===== config.mk =====
export PLATFORM = sky130hd
export DESIGN_NAME = replay_window_check_core
export DESIGN_NICKNAME = d
export VERILOG_FILES = /design/src/rtl/rwc_pkg.sv /design/src/rtl/replay_window_check_core.sv /design/src/rtl/rwc_window.sv /design/src/rtl/rwc_result.sv
export SDC_FILE = /design/constraint.sdc
export NUM_CORES = 1
export LEC_CHECK = 0
export ABC_AREA = 0
export BUFFER_PORTS_ARGS = -buffer_cell sky130_fd_sc_hd__buf_2
export CORE_AREA = 3 3 148 150
export CTS_CLUSTER_DIAMETER = 150
export DETAILED_ROUTE_END_ITERATION = 6
export DIE_AREA = 0 0 151 153
export PLACE_DENSITY = 0.69
export SLEW_MARGIN = 20
export SYNTH_ARGS = -nofsm -noshare
export SYNTH_HDL_FRONTEND = slang
export SYNTH_SLANG_ARGS = --single-unit

===== constraint.sdc =====
create_clock -name clk -period 5.9 [get_ports clk]
set_input_delay 0.885 -clock clk [delete_from_list [all_inputs] [get_ports clk]]
set_output_delay 0.885 -clock clk [all_outputs]
set_load 0.02 [all_outputs]

===== src/rtl/rwc_pkg.sv =====
// Shared widths, types and constants for the replay window check.
`timescale 1ns / 1ps

package rwc_pkg;

    localparam int SEQ_BITS  = 12;
    localparam int WIN_SIZE  = 32;
    localparam int WIN_IDX_W = $clog2(WIN_SIZE);
    localparam int CNT_W     = 32;

    typedef logic [SEQ_BITS-1:0] seq_t;
    typedef logic [WIN_SIZE-1:0] win_t;
    typedef logic [CNT_W-1:0]    cnt_t;

    typedef enum logic
    {
        STATUS_ACCEPT = 1'b0,
        STATUS_REJECT = 1'b1
    } status_t;

    typedef struct packed
    {
        status_t status;
        cnt_t    accepted_total;
        cnt_t    rejected_total;
    } verdict_t;

endpackage


===== src/rtl/replay_window_check_core.sv =====
// Top level of the anti-replay sliding window check.
//
//  channel | handshake                      | payload
//  --------+--------------------------------+-----------------------------------------
//  in      | in_valid / in_stall            | sequence_req[11:0]
//  out     | out_valid / out_stall          | status, accepted_total, rejected_total
//
// One beat per cycle while the output is not stalled: input register, window check, result register.
// An input beat passes from the input register through the window check into the result register.
// Reset clears the window, the newest number, the start flag and both counters.
// A stalled output holds its beat; the input register stalls only when it is
// full and the result register cannot drain.
`timescale 1ns / 1ps

module replay_window_check_core
    import rwc_pkg::*;
(
    input  logic        clk,
    input  logic        rst_n,
    input  logic        in_valid,
    output logic        in_stall,
    input  logic [11:0] sequence_req,
    output logic        out_valid,
    input  logic        out_stall,
    output logic        status,
    output logic [31:0] accepted_total,
    output logic [31:0] rejected_total
);

    logic     valid_reg, valid_next;
    seq_t     seq_reg;
    logic     advance;
    logic     in_take;
    logic     fire;
    verdict_t verdict;

    assign advance  = !out_valid || !out_stall;
    assign fire     = valid_reg && advance;
    assign in_stall = valid_reg && !advance;
    assign in_take  = in_valid && !in_stall;

    always_comb
    begin
        if (in_take)
            valid_next = 1'b1;
        else if (advance)
            valid_next = 1'b0;
        else
            valid_next = valid_reg;
    end

    always_ff @(posedge clk or negedge rst_n)
    begin
        if (!rst_n)
            valid_reg <= 1'b0;
        else
            valid_reg <= valid_next;
    end

    always_ff @(posedge clk)
    begin
        if (in_take)
            seq_reg <= seq_t'(sequence_req);
    end

    rwc_window u_window
    (
        .clk     (clk),
        .rst_n   (rst_n),
        .fire    (fire),
        .seq     (seq_reg),
        .verdict (verdict)
    );

    rwc_result u_result
    (
        .clk            (clk),
        .rst_n          (rst_n),
        .load           (fire),
        .verdict        (verdict),
        .out_stall      (out_stall),
        .out_valid      (out_valid),
        .status         (status),
        .accepted_total (accepted_total),
        .rejected_total (rejected_total)
    );

endmodule


===== src/rtl/rwc_window.sv =====
// Anti-replay window state, decision logic and running counters.
`timescale 1ns / 1ps

module rwc_window
    import rwc_pkg::*;
(
    input  logic     clk,
    input  logic     rst_n,
    input  logic     fire,
    input  seq_t     seq,
    output verdict_t verdict
);

    logic started_reg, started_next;
    seq_t newest_reg, newest_next;
    win_t seen_reg, seen_next;
    cnt_t acc_reg, acc_next;
    cnt_t rej_reg, rej_next;

    seq_t diff;
    seq_t offset;
    logic forward;
    logic ok;

    always_comb
    begin
        diff    = seq - newest_reg;
        offset  = seq_t'(0) - diff;
        forward = (diff != seq_t'(0)) && !diff[SEQ_BITS-1];

        started_next = started_reg;
        newest_next  = newest_reg;
        seen_next    = seen_reg;
        ok           = 1'b0;

        if (!started_reg)
        begin
            started_next = 1'b1;
            newest_next  = seq;
            seen_next    = win_t'(1);
            ok           = 1'b1;
        end
        else if (forward)
        begin
            if (diff >= seq_t'(WIN_SIZE))
                seen_next = win_t'(1);
            else
                seen_next = (seen_reg << diff[WIN_IDX_W-1:0]) | win_t'(1);
            newest_next = seq;
            ok          = 1'b1;
        end
        else if (offset < seq_t'(WIN_SIZE))
        begin
            if (!seen_reg[offset[WIN_IDX_W-1:0]])
            begin
                seen_next = seen_reg | (win_t'(1) << offset[WIN_IDX_W-1:0]);
                ok        = 1'b1;
            end
        end

        acc_next = ok ? acc_reg + cnt_t'(1) : acc_reg;
        rej_next = ok ? rej_reg : rej_reg + cnt_t'(1);

        verdict.status         = ok ? STATUS_ACCEPT : STATUS_REJECT;
        verdict.accepted_total = acc_next;
        verdict.rejected_total = rej_next;
    end

    always_ff @(posedge clk or negedge rst_n)
    begin
        if (!rst_n)
        begin
            started_reg <= 1'b0;
            newest_reg  <= '0;
            seen_reg    <= '0;
            acc_reg     <= '0;
            rej_reg     <= '0;
        end
        else if (fire)
        begin
            started_reg <= started_next;
            newest_reg  <= newest_next;
            seen_reg    <= seen_next;
            acc_reg     <= acc_next;
            rej_reg     <= rej_next;
        end
    end

endmodule


===== src/rtl/rwc_result.sv =====
// Result register holding one beat for the output channel.
`timescale 1ns / 1ps

module rwc_result
    import rwc_pkg::*;
(
    input  logic     clk,
    input  logic     rst_n,
    input  logic     load,
    input  verdict_t verdict,
    input  logic     out_stall,
    output logic     out_valid,
    output logic     status,
    output cnt_t     accepted_total,
    output cnt_t     rejected_total
);

    logic     valid_reg, valid_next;
    verdict_t data_reg;

    always_comb
    begin
        if (load)
            valid_next = 1'b1;
        else if (!out_stall)
            valid_next = 1'b0;
        else
            valid_next = valid_reg;
    end

    always_ff @(posedge clk or negedge rst_n)
    begin
        if (!rst_n)
            valid_reg <= 1'b0;
        else
            valid_reg <= valid_next;
    end

    always_ff @(posedge clk)
    begin
        if (load)
            data_reg <= verdict;
    end

    assign out_valid      = valid_reg;
    assign status         = data_reg.status;
    assign accepted_total = data_reg.accepted_total;
    assign rejected_total = data_reg.rejected_total;

endmodule

==> results by group, run 1 <==
Run status
  • Status: complete, no violations

Clocking
  • Worst-Skew Late Latency: 440 ps
  • Clock tree buffer depth: 2
  • Post-CTS sizing: 0
  • Clock-pin slew on the worst setup and hold paths: 70 ps
  • Post-CTS Setup Inserts: 0
  • Hold buffer count at cts: 0
  • CTS HTree Levels: 4
  • CTS Buf Count: 17
  • Clk sinks: 188
  • CTS tree: built
  • Clk root buf: clkbuf_16

STA
  • Final setup fails: 0
  • RSZ-0062 raised after global routing: false
  • Worst Clk Skew: 12.8 ps
  • Max frequency: 205 MHz
  • Hold_ws: 489 ps
  • Worst relative slew slack: between 20% and 30%
  • Final Critical Period: 4880 ps
  • Worst slew pin tran: 1130 ps
  • Final Cycle Share: 82.8%
  • Setup TNS: 0 ps
  • Final Hold Viols: 0
  • Fin. max-slew vios: 0

Power and ir drop
  • PD cells: around 520 nW/um^2
  • Worst vdd ir: approximately 0.4 mV
  • Leakage: between 5 and 6 nW
  • Tot Pwr: 6.58 mW

Die
  • Die Y-Extent: 153 microns
  • Core footprint: 20,800 sq um
  • Num ports: 83
  • Number of placement rows: 53
  • DIE WIDTH: 151 microns
  • Initial Utilization: 54.5%
  • Die area: around 23,000 sq um

Setup path
  • Worst path required time: roughly 6300 ps
  • Worst Reg-to-Reg Cells: 15
  • Crit path DAT: 5250 ps
  • Worst path slowest cell: nand2_1
  • Critical path cell sequence: inv_1 -> ha_2 -> inv_1 -> fa_1 -> xnor2_2 -> buf_4 -> nand2b_1 -> mux2i_1 -> nand3_1 -> or4_1 -> o21ai_0 -> o2111ai_1 -> nand2_1 -> buf_4 -> a22o_1
  • Crit Path Max Fanout: 29
  • Crit start category: register
  • Delay of the slowest critical-path stage: around 620 ps
  • Crit end category: register
  • CP Class: reg -> reg

Synth
  • Synth unique cells: 63
  • Ys async rst share: around three fifths
  • Mapped Area: 11,300 sq um
  • Ys Warns: 0
  • #FFs+latches synth: ~190
  • Net Count, Synth: 1,163
  • Synth Area per Inst: around 10 sq um
  • Number of synthesized flops with an enable pin: 77
  • Ys flop type: dfrtp_1
  • Cell count after synthesis: 1,128
  • Post-synthesis sequential area ratio: 44.9%

Drt
  • Drt pass-1 iters: 5
  • Via count: 8,883
  • Via-to-Cell Ratio: between 6 and 7
  • Initial DRC Count: 779
  • Post-route antenna net violation count: 0
  • Wire per inst: 18.4 microns
  • Remaining DRCs: 0
  • WL final: 26,800 microns

Placed design
  • GP Congestion: 0.965
  • Post-DP Area: 12,000 sq um
  • HPWL after DPL: 18,100 microns
  • I/O Buffers: slightly above 80

Cells and area
  • Finished Cell Area: between 10,000 and 15,000 sq um
  • Area growth from synthesis to layout: 11.3%
  • Share of cells above drive strength 1: approximately 16%
  • ANT cells: 0
  • Final net count: 1,208

Global route
  • Overflow after GRT: 0
  • Number of global-route vias before repair: 8,086
  • Antenna violations before repair: 0
  • All-layer global routing usage: between 20% and 30%
  • Global-route wire length before repair: 43,800 microns
  • Largest net degree at the start of global routing: 83

Flow run
  • Max-cap violations: 0

Worst hold path
  • Worst hold path depth: 1
  • Hold Path Class: reg -> reg
-- area by class of cell --
cell class                 count  area (sq um)
sequential                   188          5090
multi-input combinational    838          5900
tap                          275           344
timing repair buffer         103           583
fill                        1792          8200
clock buffer                  17           425
clock inverter                15           190
inverter                      25          93.8
-- cell usage in the layout (no fill, tap or decap), types with 23 or more instances in the layout --
master	synthesis	routed
a21oi_1	25	24
a31oi_1	32	32
and3_1	27	27
buf_2	18	81
dfrtp_1	111	111
edfxtp_1	77	77
inv_1	24	23
mux2i_1	28	28
mux4_2	26	26
nand2_1	134	133
nand3_1	42	42
nor2_1	36	36
nor3_1	37	37
nor4_1	35	34
o21a_1	30	30
o21ai_0	60	60
o21ai_1	41	41
xnor2_1	68	66
xor2_1	70	69
-- cells in the mapped netlist, types with 3 or more instances --
cell	number	area, sq um
nand4_1	5	31.3
o311ai_0	3	26.3
a211oi_1	4	30.0
nand3_1	42	210
o2111ai_1	5	43.8
a221oi_1	6	52.6
xor2_1	70	613
nand2_1	134	503
o211ai_1	19	143
and2_1	6	37.5
and3_1	27	169
or3_1	6	37.5
o22ai_1	13	81.3
dfrtp_1	111	2780
mux2_2	12	135
mux2i_1	28	280
mux4_2	26	586
a31oi_1	32	200
nand2b_1	3	18.8
nor3b_1	3	22.5
a21oi_1	25	125
nor2_1	36	135
nor4_1	35	219
edfxtp_1	77	2310
buf_2	18	90.1
or2_2	3	18.8
clkbuf_1	48	180
xnor2_1	68	596
inv_1	24	90.1
ha_1	18	225
o21a_1	30	225
o21ai_1	41	205
o21ai_0	60	300
nor3_1	37	185
nor2b_1	4	25.0
buf_1	11	41.3
a21o_1	5	37.5
-- final timing paths --
check / startpoint / end / slack (ps)
max in group asynchronous: rst_n / u_window.rej_reg[23] / 4170
setup / recovery: seq_reg[0] / u_window.seen_reg[15] / 1020
hold reg to reg: u_window.acc_reg[31] / u_window.acc_reg[31] / 490
min in group asynchronous: rst_n / u_window.acc_reg[19] / 500
hold / removal: u_window.acc_reg[31] / u_window.acc_reg[31] / 490
setup reg to reg: seq_reg[0] / u_window.seen_reg[15] / 1020
-- critical path: cells and delay by family, from the launching register on --
family	cells	cell delay [ps]
and+or+nand+nor	4	1570
DFF	1	360
AOI/OAI and AO/OA	3	710
xor gates and xnor gates	1	180
adders and majority gates	2	670
muxes	1	540
buffers and inverters	4	790
-- layer usage --
metal,global-route usage (%),routed length [microns],vias to the layer above
met2,36.6,12600,334
met3,4.09,1780,35
met1,34.2,11900,4283
li1,-,-,4231
met4,6.87,502,0
met5,0,0,-
-- kinds of logic (layout without fill, tap and decap cells) --
group                      Yosys count  in the layout  share of synthesized area (%)
adders and majority gates           19             19                           2.16
buffers and inverters              102            160                           3.57
muxes                               66             66                           8.82
and+or+nand+nor                    352            352                           15.0
xor gates and xnor gates           140            140                           10.9
DFF                                188            188                           44.9
AOI/OAI and AO/OA                  261            261                           14.7
-- power breakdown --
part           internal (mW)  switching [mW]  total, mW
Clock                  0.582           0.598       1.18
Sequential              1.56           0.125       1.68
Combinational           1.18            2.54       3.72
Total                   3.32            3.26       6.58
-- per-stage QoR --
stage / std cells / utilization (%) / setup WS, ps
2_1_floorplan: 1128 / - / 1330
3_3_place_gp: 1429 / 57.7 / 1140
3_5_place_dp: 1429 / 57.7 / 1040
4_1_cts: 1461 / 60.6 / 1050
5_1_grt: 1461 / 60.6 / 660
6_report: 1461 / 60.6 / 1020
(Power assumes the default switching activity.)
==> run 2: changes to the inputs <==
--- a/config.mk
+++ b/config.mk
@@ -5,13 +5,13 @@
 export SDC_FILE = /design/constraint.sdc
 export NUM_CORES = 1
 export LEC_CHECK = 0
-export ABC_AREA = 0
+export ABC_AREA = 1
 export BUFFER_PORTS_ARGS = -buffer_cell sky130_fd_sc_hd__buf_2
-export CORE_AREA = 3 3 148 150
+export CORE_AREA = 3 3 155 157
 export CTS_CLUSTER_DIAMETER = 150
 export DETAILED_ROUTE_END_ITERATION = 6
-export DIE_AREA = 0 0 151 153
-export PLACE_DENSITY = 0.69
+export DIE_AREA = 0 0 158 160
+export PLACE_DENSITY = 0.68
 export SLEW_MARGIN = 20
 export SYNTH_ARGS = -nofsm -noshare
 export SYNTH_HDL_FRONTEND = slang
==> constraint.sdc (replaced) <==
create_clock -name clk -period 4.7 [get_ports clk]
set_input_delay 0.705 -clock clk [delete_from_list [all_inputs] [get_ports clk]]
set_output_delay 0.705 -clock clk [all_outputs]
set_load 0.02 [all_outputs]
==> run 2 against run 1 <==
  * Flip-flop and latch count stayed put
  * Clock power up 22%
  * Maximum frequency is 19% higher
  * Sequential share of layout area decreased by 2.8 points
  * Via count is 30% higher
  * Combinational power is 43% higher
  * Wire length up 33%
  * Critical path type unchanged
  * Cell area is 7.5% higher
==> results by group, run 2 <==
Die
  • Die Y-Extent: 160 microns (was 153 microns)
  • Initial Utilization: 54.8% (was 54.5%)
  • Number of placement rows: 55 (was 53)
  • DIE WIDTH: 158 microns (was 151 microns)
  • Num ports: 83 (unchanged)
  • Die area: 25,300 sq um (was 23,100 sq um)
  • Core footprint: 22,600 sq um (was 20,800 sq um)

Drt
  • Remaining DRCs: 0 (unchanged)
  • Via-to-Cell Ratio: 5.58 (was 6.08)
  • Initial DRC Count: 950 (was 779)
  • Routed met1 length: 16,400 microns (was 11,900 microns)
  • Met3 WL: 2190 microns (was 1780 microns)
  • Metal2 WL: 16,200 microns (was 12,600 microns)
  • WL final: 35,800 microns (was 26,800 microns)
  • Uppermost layer routed: met4 (unchanged)
  • Via count: 11,580 (was 8,883)
  • Drt pass-1 iters: 5 (unchanged)
  • Post-route antenna net violation count: 0 (unchanged)
  • Wire per inst: 17.2 microns (was 18.4 microns)

Cells and area
  • Area growth from synthesis to layout: 9.41% (was 11.3%)
  • Final net count: 1,813 (was 1,208)
  • Most frequent cells in the layout: nand2_1, nand3_1, nor2_1 (was nand2_1, dfrtp_1, buf_2)
  • ANT cells: 0 (unchanged)
  • Finished Cell Area: 13,600 sq um (was 12,600 sq um)
  • Layout fillers: 2,144 (was 1,792)
  • Commonest non-fill, non-tap cell in the layout: nand2_1 (unchanged)
  • Share of cells above drive strength 1: 10.4% (was 16.3%)

Setup path
  • CP startpoint: seq_reg[0] (unchanged)
  • Worst Reg-to-Reg Cells: 25 (was 15)
  • Crit path DAT: 4480 ps (was 5250 ps)
  • Crit end category: register (unchanged)
  • Crit start category: register (unchanged)
  • Worst reg2reg path startpoint: seq_reg[0] (unchanged)
  • Critical Path Stages: 25 (was 15)
  • Worst path slowest cell: buf_4 (was nand2_1)
  • Worst path required time: 5090 ps (was 6270 ps)
  • Crit Path Max Fanout: 56 (was 29)
  • End of the critical path: u_window.acc_reg[8] (was u_window.seen_reg[15])
  • CP Class: reg -> reg (unchanged)
  • Most common cell on crit path: nand2_1
  • Critical R2R Capture: u_window.acc_reg[8] (was u_window.seen_reg[15])
  • CP bufs+invs: 6 (was 4)
  • Worst reg-to-reg setup slack: 610 ps (was 1020 ps)
  • Delay of the slowest critical-path stage: 490 ps (was 620 ps)
  • Crit path max-delay family: simple AND/OR/NAND/NOR gates (unchanged)

Power and ir drop
  • Leakage: 6.48 nW (was 5.38 nW)
  • PD cells: 663 nW/um^2 (was 521 nW/um^2)
  • Worst vdd ir: 0.716 mV (was 0.406 mV)

STA
  • Worst slew pin tran: 847 ps (was 1130 ps)
  • Final setup fails: 0 (unchanged)
  • Setup TNS: 0 ps (unchanged)
  • RSZ-0062 raised after global routing: false (unchanged)
  • Worst setup margin: 605 ps (was 1020 ps)
  • Final Critical Period: 4090 ps (was 4880 ps)
  • Final Hold Viols: 0 (unchanged)
  • Max frequency: 244 MHz (was 205 MHz)
  • Worst Clk Skew: 23.6 ps (was 12.8 ps)
  • Worst relative slew slack: 43.5% (was 24.3%)
  • Hold_ws: 244 ps (was 489 ps)
  • Final Cycle Share: 87.1% (was 82.8%)
  • Fin. max-slew vios: 0 (unchanged)

Placed design
  • GP Congestion: 0.977 (was 0.965)
  • HPWL after DPL: 25,700 microns (was 18,100 microns)
  • Post-DP Area: 13,000 sq um (was 12,000 sq um)
  • Post-placement setup slack: 645 ps (was 1040 ps)
  • I/O Buffers: 82 (unchanged)

Clocking
  • Clk sinks: 188 (unchanged)
  • Clock tree buffer depth: 2 (unchanged)
  • Post-CTS Setup Inserts: 0 (unchanged)
  • CTS HTree Levels: 4 (unchanged)
  • Clock-pin slew on the worst setup and hold paths: 80 ps (was 70 ps)
  • CTS Buf Count: 17 (unchanged)
  • Post-CTS sizing: 0 (unchanged)
  • Worst-Skew Late Latency: 450 ps (was 440 ps)
  • Hold buffer count at cts: 0 (unchanged)
  • Clk root buf: clkbuf_16 (unchanged)
  • CTS tree: built (unchanged)

Synth
  • Mapped Area: 12,400 sq um (was 11,300 sq um)
  • Net Count, Synth: 1,768 (was 1,163)
  • Post-synthesis sequential area ratio: 41.0% (was 44.9%)
  • Cell count after synthesis: 1,733 (was 1,128)
  • Post-synth top area cell: dfrtp_1 (unchanged)
  • Cell with the most instances after synthesis: nand2_1 (unchanged)
  • Synth unique cells: 41 (was 63)
  • Ys async rst share: 59.0% (unchanged)
  • Synth Area per Inst: 7.16 sq um (was 10.1 sq um)
  • Most frequent cells after synthesis: nand2_1, nand3_1, nor2_1 (was nand2_1, dfrtp_1, edfxtp_1)
  • Post-synth top area share: 22.4% (was 24.5%)
  • Ys flop type: dfrtp_1 (unchanged)
  • Top area cells in the synthesized netlist: dfrtp_1, nand2_1, edfxtp_1 (was dfrtp_1, edfxtp_1, xor2_1)
  • #FFs+latches synth: 188 (unchanged)
  • Number of synthesized flops with an enable pin: 77 (unchanged)
  • Ys Warns: 0 (unchanged)

Worst hold path
  • Hold Path Class: in -> async (was reg -> reg)

Flow run
  • Max-cap violations: 0 (unchanged)

Global route
  • Antenna violations before repair: 0 (unchanged)
  • Largest net degree at the start of global routing: 65 (was 83)
  • Overflow after GRT: 0 (unchanged)
  • Number of global-route vias before repair: 10,886 (was 8,086)
  • All-layer global routing usage: 28.6% (was 23.6%)
  • Global-route wire length before repair: 57,900 microns (was 43,800 microns)

Run status
  • Status: complete, no violations (unchanged)
[run 2: cell types whose count changed after synthesis, moves of 27 or more]
cell     delta
a31oi_1    -28
xnor2_1    -54
nand2_1   +537
a21oi_1    +31
nor2_1     +79
o21ai_0    +29
inv_1      +79
nand3_1    +92
and3_1     -27
[run 2: logic make-up after synthesis]
group / after synthesis / share of synthesized area [%]
and+or+nand+nor: 1046 / 35.5
AOI/OAI and AO/OA: 202 / 8.68
buffers and inverters: 196 / 6.80
DFF: 188 / 41.0
xor gates and xnor gates: 63 / 4.45
muxes: 19 / 1.54
adders and majority gates: 19 / 1.98
[run 2: how the worst min path moves through the flow]
| stage | start | to | slack [ps] | depth (start not counted) |
|---|---|---|---|---|
| 2_1_floorplan | rst_n | u_result.out_valid | 410 | 0 |
| 3_3_place_gp | valid_reg | u_result.out_valid | 480 | 2 |
| 3_5_place_dp | valid_reg | u_result.out_valid | 480 | 2 |
| 4_1_cts | rst_n | u_window.seen_reg[22] | 260 | 1 |
| 5_1_grt | rst_n | u_window.seen_reg[25] | 270 | 1 |
| 6_report | rst_n | u_window.seen_reg[22] | 240 | 1 |
[run 2: stage by stage]
stage	std cells	total power [mW]	util (%)
5_1_grt	2076	9.69	59.9
3_5_place_dp	2044	7.49	57.4
6_report	2076	8.99	59.9
2_1_floorplan	1733	6.17	-
3_3_place_gp	2044	7.48	57.3
4_1_cts	2076	8.94	59.9
[run 2: area by class of cell]
class                           count  area (sq um)  area share (%)
Timing Repair Buffer              110           636            4.68
Multi-Input combinational cell   1349          6480            47.7
Inverter                          112           425            3.13
Sequential cell                   188          5090            37.5
Clock buffer                       19           464            3.42
Clock inverter                     13           121           0.894
Tap cell                          285           357            2.63
[run 2: layer usage]
metal  global-route usage, %  vias to the layer above
met5                       0                        -
met4                    8.25                        0
met3                    4.72                       63
met2                    44.0                      424
met1                    41.8                     5350
li1                        -                     5743
[run 2: power breakdown]
part	total, mW	internal (mW)	switching (mW)
clock	1.44	0.747	0.694
combinational	5.33	1.48	3.85
sequential	2.22	2.00	0.221
